`src/design/tpd_pkg.sv`:
```
// Shared constants, codes and result type for the tagged parameter deframer.
package tpd_pkg;

  localparam int unsigned COUNT_BITS = 16;
  localparam int unsigned CNT_W      = 16;
  localparam logic [CNT_W-1:0] COUNT_LIMIT = CNT_W'((33'd1 << COUNT_BITS) - 33'd1);

  localparam logic [7:0] INT_MARK  = 8'hff;
  localparam logic [7:0] INT_BYTES = 8'd4;

  localparam int unsigned CFG_AW = 3;
  localparam logic REG_DEBUG = 1'b0;

  localparam logic [2:0] ROLE_INT_IND  = 3'd0;
  localparam logic [2:0] ROLE_STR_LEN  = 3'd1;
  localparam logic [2:0] ROLE_INT_BYTE = 3'd2;
  localparam logic [2:0] ROLE_STR_CHAR = 3'd3;
  localparam logic [2:0] ROLE_DISCARD  = 3'd4;

  localparam logic [1:0] ST_OK        = 2'd0;
  localparam logic [1:0] ST_TRUNC_INT = 2'd1;
  localparam logic [1:0] ST_TRUNC_STR = 2'd2;
  localparam logic [1:0] ST_FN_INT    = 2'd3;

  localparam int unsigned OUT_DW = 72;
  localparam int unsigned OUT_UW = 3;

  typedef struct packed {
    logic [7:0]       param_index;
    logic [2:0]       byte_role;
    logic [7:0]       data_byte;
    logic [31:0]      int_value;
    logic             param_done;
    logic             param_is_int;
    logic             is_function_name;
    logic [1:0]       status;
    logic             message_done;
    logic [CNT_W-1:0] consumed;
  } res_t;

endpackage

```
`src/design/tagged_parameter_deframer.sv`:
```
// Top level of the tagged parameter deframer: input register, parser, result register.
// One result per input byte, one byte per clock sustained while out_tready stays high. A
// byte is captured in the input register, parsed by combinational logic as it moves to the
// result register, and the parser state updates at that same edge. The input side keeps
// accepting while a result waits; it stalls only when both registers are full and the
// result side holds tready low. Results come out in byte order. debug_mode is written
// through the APB port at address 0 and should change only between messages.
module tagged_parameter_deframer (
  input  logic                       clk,
  input  logic                       rst_n,
  input  logic                       in_tvalid,
  output logic                       in_tready,
  input  logic [7:0]                 in_tdata,   // [7:0] in_byte
  input  logic                       in_tlast,   // end_of_message
  output logic                       out_tvalid,
  input  logic                       out_tready,
  // [7:0] param_index, [15:8] data_byte, [47:16] int_value, [48] param_done,
  // [49] param_is_int, [50] is_function_name, [52:51] status, [68:53] consumed, rest 0
  output logic [tpd_pkg::OUT_DW-1:0] out_tdata,
  output logic [tpd_pkg::OUT_UW-1:0] out_tuser,  // [2:0] byte_role
  output logic                       out_tlast,  // message_done
  input  logic                       cfg_psel,
  input  logic                       cfg_penable,
  input  logic                       cfg_pwrite,
  input  logic [tpd_pkg::CFG_AW-1:0] cfg_paddr,
  input  logic [31:0]                cfg_pwdata,
  output logic [31:0]                cfg_prdata,
  output logic                       cfg_pready
);
  import tpd_pkg::*;

  logic       in_valid_r;
  logic [7:0] in_byte_r;
  logic       in_last_r;
  logic       out_valid_r;
  res_t       out_res_r;
  res_t       res;
  logic       advance;
  logic       debug_mode;

  tpd_cfg u_cfg (
    .clk        (clk),
    .rst_n      (rst_n),
    .cfg_psel   (cfg_psel),
    .cfg_penable(cfg_penable),
    .cfg_pwrite (cfg_pwrite),
    .cfg_paddr  (cfg_paddr),
    .cfg_pwdata (cfg_pwdata),
    .cfg_prdata (cfg_prdata),
    .cfg_pready (cfg_pready),
    .debug_mode (debug_mode)
  );

  assign advance   = in_valid_r && (!out_valid_r || out_tready);
  assign in_tready = !in_valid_r || advance;

  tpd_parse u_parse (
    .clk       (clk),
    .rst_n     (rst_n),
    .step_en   (advance),
    .in_byte   (in_byte_r),
    .in_last   (in_last_r),
    .debug_mode(debug_mode),
    .res       (res)
  );

  always_ff @(posedge clk) begin
    if (!rst_n) begin
      in_valid_r <= 1'b0;
    end else if (in_tready) begin
      in_valid_r <= in_tvalid;
    end
  end

  always_ff @(posedge clk) begin
    if (in_tready && in_tvalid) begin
      in_byte_r <= in_tdata;
      in_last_r <= in_tlast;
    end
  end

  always_ff @(posedge clk) begin
    if (!rst_n) begin
      out_valid_r <= 1'b0;
    end else if (advance) begin
      out_valid_r <= 1'b1;
    end else if (out_tready) begin
      out_valid_r <= 1'b0;
    end
  end

  always_ff @(posedge clk) begin
    if (advance) begin
      out_res_r <= res;
    end
  end

  assign out_tvalid = out_valid_r;
  assign out_tuser  = out_res_r.byte_role;
  assign out_tlast  = out_res_r.message_done;
  assign out_tdata  = {3'd0,
                       out_res_r.consumed,
                       out_res_r.status,
                       out_res_r.is_function_name,
                       out_res_r.param_is_int,
                       out_res_r.param_done,
                       out_res_r.int_value,
                       out_res_r.data_byte,
                       out_res_r.param_index};

endmodule

```
`src/design/tpd_cfg.sv`:
```
// APB-style register port holding the debug mode bit.
module tpd_cfg (
  input  logic                      clk,
  input  logic                      rst_n,
  input  logic                      cfg_psel,
  input  logic                      cfg_penable,
  input  logic                      cfg_pwrite,
  input  logic [tpd_pkg::CFG_AW-1:0] cfg_paddr,
  input  logic [31:0]               cfg_pwdata,
  output logic [31:0]               cfg_prdata,
  output logic                      cfg_pready,
  output logic                      debug_mode
);
  import tpd_pkg::*;

  logic debug_r;
  logic wr_en;

  assign cfg_pready = 1'b1;
  assign wr_en = cfg_psel & cfg_penable & cfg_pwrite & cfg_pready;

  always_ff @(posedge clk) begin
    if (!rst_n) begin
      debug_r <= 1'b0;
    end else if (wr_en && cfg_paddr[2] == REG_DEBUG) begin
      debug_r <= cfg_pwdata[0];
    end
  end

  assign cfg_prdata = (cfg_paddr[2] == REG_DEBUG) ? {31'd0, debug_r} : 32'd0;
  assign debug_mode = debug_r;

endmodule

```
`src/design/tpd_parse.sv`:
```
// Parser state and the per-byte next-state and result logic.
module tpd_parse (
  input  logic          clk,
  input  logic          rst_n,
  input  logic          step_en,
  input  logic [7:0]    in_byte,
  input  logic          in_last,
  input  logic          debug_mode,
  output tpd_pkg::res_t res
);
  import tpd_pkg::*;

  localparam logic [1:0] PH_IND     = 2'd0;
  localparam logic [1:0] PH_INT     = 2'd1;
  localparam logic [1:0] PH_STR     = 2'd2;
  localparam logic [1:0] PH_DISCARD = 2'd3;

  logic [1:0]       phase_r, phase_nxt;
  logic [7:0]       left_r, left_nxt;
  logic [23:0]      acc_r, acc_nxt;
  logic [7:0]       pcnt_r, pcnt_nxt;
  logic [CNT_W-1:0] commit_r, commit_nxt;
  logic [8:0]       cpb_r, cpb_nxt;

  logic [2:0]   role;
  logic         done, is_int, is_fn, complete;
  logic [1:0]   status;
  logic [31:0]  ival;
  logic [1:0]   k;
  logic [31:0]  shifted;
  logic [CNT_W:0] sum;
  logic [CNT_W-1:0] consumed;

  // byte lane of the next integer byte
  assign k = 2'(3'd4 - left_r[2:0]);
  assign shifted = {24'd0, in_byte} << {k, 3'b000};

  always_comb begin
    role = ROLE_DISCARD;
    done = 1'b0;
    is_int = 1'b0;
    status = ST_OK;
    ival = 32'd0;
    complete = 1'b0;
    consumed = '0;
    sum = '0;
    phase_nxt = phase_r;
    left_nxt = left_r;
    acc_nxt = acc_r;
    pcnt_nxt = pcnt_r;
    commit_nxt = commit_r;
    cpb_nxt = cpb_r;
    is_fn = (phase_r != PH_DISCARD) && (pcnt_r == 8'd0);

    unique case (phase_r)
      PH_DISCARD: begin
        status = ST_FN_INT;
      end
      PH_IND: begin
        cpb_nxt = 9'd1;
        if (in_byte == INT_MARK) begin
          role = ROLE_INT_IND;
          is_int = 1'b1;
          phase_nxt = PH_INT;
          left_nxt = INT_BYTES;
          acc_nxt = 24'd0;
        end else begin
          role = ROLE_STR_LEN;
          if (in_byte == 8'd0) begin
            complete = 1'b1;
          end else begin
            phase_nxt = PH_STR;
            left_nxt = in_byte;
          end
        end
      end
      PH_INT: begin
        role = ROLE_INT_BYTE;
        is_int = 1'b1;
        cpb_nxt = cpb_r + 9'd1;
        if (left_r <= 8'd1) begin
          ival = {in_byte, acc_r};
          left_nxt = 8'd0;
          complete = 1'b1;
        end else begin
          acc_nxt = acc_r | shifted[23:0];
          left_nxt = left_r - 8'd1;
        end
      end
      PH_STR: begin
        role = ROLE_STR_CHAR;
        cpb_nxt = cpb_r + 9'd1;
        if (left_r <= 8'd1) begin
          left_nxt = 8'd0;
          complete = 1'b1;
        end else begin
          left_nxt = left_r - 8'd1;
        end
      end
      default: begin
        status = ST_FN_INT;
      end
    endcase

    if (complete) begin
      done = 1'b1;
      phase_nxt = PH_IND;
      if (is_int && is_fn && !debug_mode) begin
        status = ST_FN_INT;
        phase_nxt = PH_DISCARD;
      end else begin
        sum = {1'b0, commit_r} + (CNT_W+1)'(cpb_nxt);
        commit_nxt = (sum > {1'b0, COUNT_LIMIT}) ? COUNT_LIMIT : sum[CNT_W-1:0];
        if (pcnt_r != 8'd255) begin
          pcnt_nxt = pcnt_r + 8'd1;
        end
      end
      cpb_nxt = 9'd0;
    end else if (in_last && phase_r != PH_DISCARD) begin
      status = (phase_nxt == PH_INT) ? ST_TRUNC_INT : ST_TRUNC_STR;
    end

    if (in_last) begin
      consumed = commit_nxt;
      phase_nxt = PH_IND;
      left_nxt = 8'd0;
      acc_nxt = 24'd0;
      pcnt_nxt = 8'd0;
      commit_nxt = '0;
      cpb_nxt = 9'd0;
    end
  end

  always_ff @(posedge clk) begin
    if (!rst_n) begin
      phase_r <= PH_IND;
      left_r <= 8'd0;
      acc_r <= 24'd0;
      pcnt_r <= 8'd0;
      commit_r <= '0;
      cpb_r <= 9'd0;
    end else if (step_en) begin
      phase_r <= phase_nxt;
      left_r <= left_nxt;
      acc_r <= acc_nxt;
      pcnt_r <= pcnt_nxt;
      commit_r <= commit_nxt;
      cpb_r <= cpb_nxt;
    end
  end

  always_comb begin
    res.param_index = pcnt_r;
    res.byte_role = role;
    res.data_byte = in_byte;
    res.int_value = ival;
    res.param_done = done;
    res.param_is_int = is_int;
    res.is_function_name = is_fn;
    res.status = status;
    res.message_done = in_last;
    res.consumed = consumed;
  end

endmodule

```
`config.mk`:
```
export PLATFORM = sky130hd
export DESIGN_NAME = tagged_parameter_deframer
export DESIGN_NICKNAME = d
export VERILOG_FILES = /design/src/design/tpd_pkg.sv /design/src/design/tagged_parameter_deframer.sv /design/src/design/tpd_cfg.sv /design/src/design/tpd_parse.sv
export SDC_FILE = /design/constraint.sdc
export NUM_CORES = 1
export LEC_CHECK = 0
export BUFFER_PORTS_ARGS = -buffer_cell sky130_fd_sc_hd__clkbuf_2
export CORE_MARGIN = 2
export CORE_UTILIZATION = 55
export CTS_CLUSTER_DIAMETER = 60
export DETAILED_ROUTE_END_ITERATION = 10
export PLACE_DENSITY = 0.93
export SLEW_MARGIN = 20
export SYNTH_ARGS = -nofsm -noshare
export SYNTH_HDL_FRONTEND = slang
export SYNTH_SLANG_ARGS = --single-unit
export TNS_END_PERCENT = 100
```
`constraint.sdc`:
```
create_clock -name clk -period 6.3 [get_ports clk]
set_input_delay 0.63 -clock clk [delete_from_list [all_inputs] [get_ports clk]]
set_output_delay 0.63 -clock clk [all_outputs]
set_load 0.02 [all_outputs]
```
== Word level (Yosys, flattened, before mapping) ==
Cells that the tools add are included.

* Register bits after elaboration: 152
* Logic and storage cells: 112

* Add/sub/neg operators: 5
* Order comparisons: 2
* Equal/unequal tests: 11
* Shift operators: 1
* Multiplexer cells: 43
* Bitwise operators: 4
* Reductions and logical operators: 25

{| class="wikitable"
|+ Operators by type and width
! operator !! count
|-
| $mux W24 || 3
|-
| $mux W16 || 4
|-
| $mux W8 || 8
|-
| $pmux W24 S2 || 1
|-
| $or A24 B24 Y24 || 1
|-
| $shl A8 B5 Y24 || 1
|-
| $mux W2 || 11
|-
| $mux W9 || 2
|-
| $pmux W9 S2 || 1
|-
| $add A16 B9 Y17 || 1
|-
| $gt A17 B16 Y1 const B || 1
|-
| $logic_not A8 Y1 || 2
|-
| $pmux W8 S2 || 1
|-
| $add A9 B1 Y9 const B || 1
|-
| $mux W1 || 9
|-
| $pmux W3 S3 || 1
|-
| $add A8 B1 Y8 const B || 1
|-
| $eq A8 B8 Y1 const B || 1
|-
| $le A8 B1 Y1 const B || 1
|-
| $ne A8 B8 Y1 const B || 1
|-
| $reduce_and A4 Y1 || 2
|-
| $sub A8 B1 Y8 const B || 1
|-
| $logic_and A1 B1 Y1 || 7
|-
| $reduce_bool A2 Y1 || 3
|-
| other kinds (17) || 26
|}

== Logic depth before layout (Yosys ltp) ==
* Depth in word-level cells: 9
* Depth in mapped cells: 16

== Hierarchy ==
Synthesis repeated with hierarchy kept, for this count alone.

* Cells, all modules: 710
* Area total of the unflattened synthesis: 7,365.8 sq um

{| class="wikitable"
|+ Modules (own cells, without submodules)
! module !! instances !! cells an instance !! area each (sq um)
|-
| tpd_parse || 1 || 575 || 4,458.0
|-
| tagged_parameter_deframer || 1 || 95 || 2,592.5
|-
| tpd_cfg || 1 || 40 || 315.3
|}

== Worst setup path after synthesis ==
Ideal clock, no wire load.

* Path type: input port to flip-flop
* Start point: input out_tready
* End point: register u_parse.commit_r[7]
* Library setup time: 0.115 ns
* Arrival: 4.243 ns
* Setup slack: 1.942 ns
* Cell stages on the path: 7
* Cell sequence: nor2b_1 > nand2b_1 > inv_1 > clkbuf_1 > o21ai_0 > and2_1 > o21a_1

* Longest elaborated chain between the ends: 2

{| class="wikitable"
|+ RTL lines
! what !! RTL line !! text
|-
| from (decl) || tagged_parameter_deframer.sv:16 || <nowiki>input logic out_tready,</nowiki>
|-
| $logic_or A1 B1 Y1 || tagged_parameter_deframer.sv:54 || <nowiki>assign advance = in_valid_r && (!out_valid_r || out_tready);</nowiki>
|-
| $logic_and A1 B1 Y1 || tagged_parameter_deframer.sv:54 ||
|-
| net advance || tagged_parameter_deframer.sv:38 || <nowiki>logic advance;</nowiki>
|-
| to (signal assigned) || tpd_parse.sv:147 || <nowiki>commit_r <= commit_nxt;</nowiki>
|-
| to (decl) || tpd_parse.sv:22 || <nowiki>logic [CNT_W-1:0] commit_r, commit_nxt;</nowiki>
|}

The timed path passes the listed nets, and every way through them passes these cells.
A chain may end at the register's enable or synchronous reset.

== Worst setup path after layout ==
* Start point: register u_parse.phase_r[0]
* End point: register u_parse.commit_r[11]

* Longest elaborated chain between the ends: 9

{| class="wikitable"
|+ RTL lines
! what !! RTL line !! text
|-
| from (decl) || tpd_parse.sv:18 || <nowiki>logic [1:0] phase_r, phase_nxt;</nowiki>
|-
| from (signal assigned) || tpd_parse.sv:143 || <nowiki>phase_r <= phase_nxt;</nowiki>
|-
| $eq A2 B1 Y1 / $eq A2 B2 Y1 (equally long branches) || tpd_parse.sv:55 || <nowiki>unique case (phase_r)</nowiki>
|-
| $reduce_or A2 Y1 (no source line) || n/a ||
|-
| $pmux W9 S2 || tpd_parse.sv:55 ||
|-
| $add A16 B9 Y17 || tpd_parse.sv:112 || <nowiki>sum = {1'b0, commit_r} + (CNT_W+1)'(cpb_nxt);</nowiki>
|-
| $gt A17 B16 Y1 || tpd_parse.sv:113 || <nowiki>commit_nxt = (sum > {1'b0, COUNT_LIMIT}) ? COUNT_LIMIT : sum[CNT_W-1:0];</nowiki>
|-
| $mux W16 || tpd_parse.sv:113 ||
|-
| $mux W16 || tpd_parse.sv:108 || <nowiki>if (is_int && is_fn && !debug_mode) begin</nowiki>
|-
| $mux W16 (*) || tpd_parse.sv:105 || <nowiki>if (complete) begin</nowiki>
|-
| $mux W16 (*) || tpd_parse.sv:123 || <nowiki>if (in_last) begin</nowiki>
|}

Every way passes the cells marked *; elsewhere a longest branch is shown, timed or not.

==> impl_metrics.env <==
export IMPL_synth_area_mm2=0.00721
export IMPL_grt_ovfl_total=0
export IMPL_core_area_mm2=0.0127
export IMPL_synth_yosys_seq_area_share_pct=53.6
export IMPL_fin_crit_sh_pct=72.0
export IMPL_postSynthCellCount=706
export IMPL_power_switching_uw=575
export IMPL_ys_types=70
export IMPL_p_total_mw=2.23
export IMPL_hpwl_um=10300
export IMPL_setup_worst_path_class="register to register"
export IMPL_clock_skew_ns=0.0120
export IMPL_cts_sinks=152
export IMPL_fin_cells=972
export IMPL_fin_setup_tns_ns=0
export IMPL_cts_buffer_depth=2
export IMPL_clockPowerShare_pct=43.1
export IMPL_antenna_found_initial=0
export IMPL_outcome="finished clean"
export IMPL_comb_power_share_pct=7.7
export IMPL_vias=5766
export IMPL_final_area_mm2=0.00820
export IMPL_rsz0062_at_grt="no"
export IMPL_first_pass_iters=5
export IMPL_grt_max_degree=49
export IMPL_wl_per_cell_um=16.3
export IMPL_placed_cell_area_mm2=0.00764
export IMPL_vias_per_cell=5.93
export IMPL_portBuffers=93
export IMPL_synthToLayoutAreaGrowth_pct=13.8
export IMPL_drc=0
export IMPL_post_synth_cell_area_avg_um2=10.2
export IMPL_cts_root_buf="clkbuf_16"
export IMPL_slew_headroom_pct=22.4
export IMPL_path_clk_slew_ns=0.07
export IMPL_antenna_cells=0
export IMPL_die_height_um=118
export IMPL_cts_setup_buffers=0
export IMPL_ir_worst_vdd_uv=182
export IMPL_cpLargestDelayFamily="compound AO/OA/AOI/OAI gates"
export IMPL_nets=856
export IMPL_ys_ff_latch=152
export IMPL_ys_top_cells_by_area="edfxtp_1, dfxtp_1, a21oi_1, nor2_1, buf_4"
export IMPL_synth_main_ff_cell="edfxtp_1"
export IMPL_maxSlewViolCount=0
export IMPL_die_w_um=118
export IMPL_drive_gt1_share_pct=18.3
export IMPL_numCtsBuffers=17
export IMPL_intPower_mw=1.66
export IMPL_synth_edf_count=82
export IMPL_synth_area_leader_cell="edfxtp_1"
export IMPL_p_sw_share_pct=25.8
export IMPL_dieArea_mm2=0.0140
export IMPL_ctsResizeCount=0
export IMPL_synth_top_cell_area_share_pct=34.2
export IMPL_critPathRequiredTime_ns=6.61
export IMPL_p_per_area_mw_per_mm2=272
export IMPL_min_path_type="input port to register"
export IMPL_path_buf_inv=3
export IMPL_grt_usage_pct=22.3
export IMPL_cts_tree="done"
export IMPL_drt_initial_drc_count=558
export IMPL_finish_utilization_pct=64.5
export IMPL_ioPinCount=162
export IMPL_async_flop_share_pct=0
export IMPL_worstPathMaxFanout=17
export IMPL_tightest_slew_ns=1.16
export IMPL_rows=41
export IMPL_hold_violations=0
export IMPL_clkLatencyLatePin_ns=0.42
export IMPL_fmax_mhz=221
export IMPL_routed_wl_um=15900
export IMPL_cts_hold_buf=0
export IMPL_grt_pass1_wl_um=25300
export IMPL_setup_viol=0
export IMPL_grt_pass1_vias=5233
export IMPL_cp_common_cell="inv_1"
export IMPL_p_seq_share_pct=49.2
export IMPL_n_fill_cell=976
export IMPL_routabilityCongestion=0.893
export IMPL_reg2reg_setup_slack_ns=1.77
export IMPL_ys_warn_count=0
export IMPL_final_antenna_net_count=0
export IMPL_critical_path_arrival_ns=4.84
export IMPL_cp_start_kind="register"
export IMPL_crit_chain="inv_1, ha_1, inv_1, o211ai_1, o21a_1, ha_1, inv_1, fa_1, nor2b_1, o31ai_1, a211oi_1, o21ai_1, and3_1, a311oi_1"
export IMPL_leakagePower_nw=3.15
export IMPL_end_kind="register"
export IMPL_max_stage_delay_ns=0.66
export IMPL_fin_crit_ns=4.53
export IMPL_cap_violations=0
export IMPL_start_util_pct=56.7
export IMPL_place_inst=940
export IMPL_slowest_stage="ha_1"
export IMPL_htree_num_levels=4
==> final timing paths <==
| path | startpoint | endpoint | depth (start not counted) |
|---|---|---|---|
| worst max-delay path | u_parse.phase_r[0]$_SDFFE_PN0P_ | u_parse.commit_r[11]$_SDFFE_PN0P_ | 14 |
| worst min-delay path | in_tdata[3] | in_byte_r[3]$_DFFE_PP_ | 1 |
| worst max register to register | u_parse.phase_r[0]$_SDFFE_PN0P_ | u_parse.commit_r[11]$_SDFFE_PN0P_ | 14 |
| worst min register to register | u_parse.acc_r[6]$_SDFFE_PN0P_ | u_parse.acc_r[6]$_SDFFE_PN0P_ | 2 |
==> synth_stat cells (all sizes together), types with 11 or more instances <==
| cell type | count |
|---|---|
| ha | 17 |
| a21oi | 70 |
| edfxtp | 82 |
| nand4 | 11 |
| a31oi | 15 |
| nor2 | 74 |
| buf | 44 |
| and3 | 11 |
| clkbuf | 23 |
| dfxtp | 70 |
| and2 | 41 |
| inv | 19 |
| o21ai | 40 |
| a211oi | 12 |
| nand3 | 11 |
| nand2 | 38 |
| nor3 | 13 |
==> per-layer routing <==
metal	GRT usage, %	part of all wire (%)	vias to the layer above
met5	0	0	-
met4	9.75	2.2	0
met3	4.58	8.4	35
met2	37.0	48	338
met1	28.3	41	2703
li1	-	-	2690
==> worst register-to-register path: cells and delay by family (launching register included) <==
family / cells / cell delay, ns
adders and majority gates: 3 / 1.26
DFF: 1 / 0.43
AOI/OAI and AO/OA: 6 / 1.71
and+or+nand+nor: 2 / 0.56
buffers and inverters: 3 / 0.49
==> power by group through the flow <==
stage / registers [mW] / clock network (mW) / logic, mW
final: 1.10 / 0.961 / 0.172
after global routing: 1.10 / 1.00 / 0.185
after CTS: 1.10 / 0.966 / 0.170
after detailed placement: 1.12 / 0 / 0.168
after global placement: 1.12 / 0 / 0.164
after floorplan: 1.13 / 0 / 0.119
==> logic make-up (layout without fill, tap and decap cells) <==
logic type	after synthesis	after routing	share of synthesized area (%)
AOI/OAI and AO/OA	196	196	17.3
xor gates and xnor gates	8	8	0.972
adders and majority gates	18	18	3.23
buffers and inverters	87	148	6.58
DFF	152	152	53.6
muxes	5	5	0.712
other	2	35	0.104
and+or+nand+nor	238	238	17.5
==> cell type report <==
class                           count  area, µm²  share of cell area [%]
Inverter                           20       75.1                   0.915
Tap cell                          172        215                    2.62
Clock inverter                     12        108                    1.31
Clock buffer                       20        457                    5.57
Timing Repair Buffer               96        488                    5.95
Sequential cell                   152       3860                    47.1
Multi-Input combinational cell    500       2990                    36.5
==> per-stage QoR <==
step	worst slack [ns]	hold slack [ns]
2_1_floorplan	1.94	0.421
3_3_place_gp	1.86	0.438
3_5_place_dp	1.72	0.449
4_1_cts	1.70	0.374
5_1_grt	1.49	0.377
6_report	1.77	0.381
==> layout by cell type, fill, tap and decap left out, types with 11 or more instances in the layout <==
| cell | count |
|---|---|
| clkbuf_2 | 93 |
| edfxtp_1 | 82 |
| nor2_1 | 74 |
| dfxtp_1 | 70 |
| a21oi_1 | 68 |
| and2_1 | 41 |
| nand2_1 | 38 |
| o21ai_0 | 36 |
| conb_1 | 35 |
| inv_1 | 18 |
| ha_1 | 17 |
| clkbuf_16 | 17 |
| a31oi_1 | 15 |
| nor3_1 | 12 |
| a211oi_1 | 12 |
| nand3_1 | 11 |
| nand4_1 | 11 |
| and3_1 | 11 |
==> registers in the layout, indices dropped and copies added, names as in the netlist <==
register and count:
u_cfg.debug_mode 1, u_parse.commit_r 16, u_parse.phase_r 2, in_byte_r 8, out_tdata 69, out_tlast 1
u_parse.left_r 8, out_tvalid 1, u_parse.acc_r 24, u_parse.cpb_r 9, in_valid_r 1, u_parse.pcnt_r 8
in_last_r 1, out_tuser 3
No activity file was read; power rests on OpenSTA's default activity.
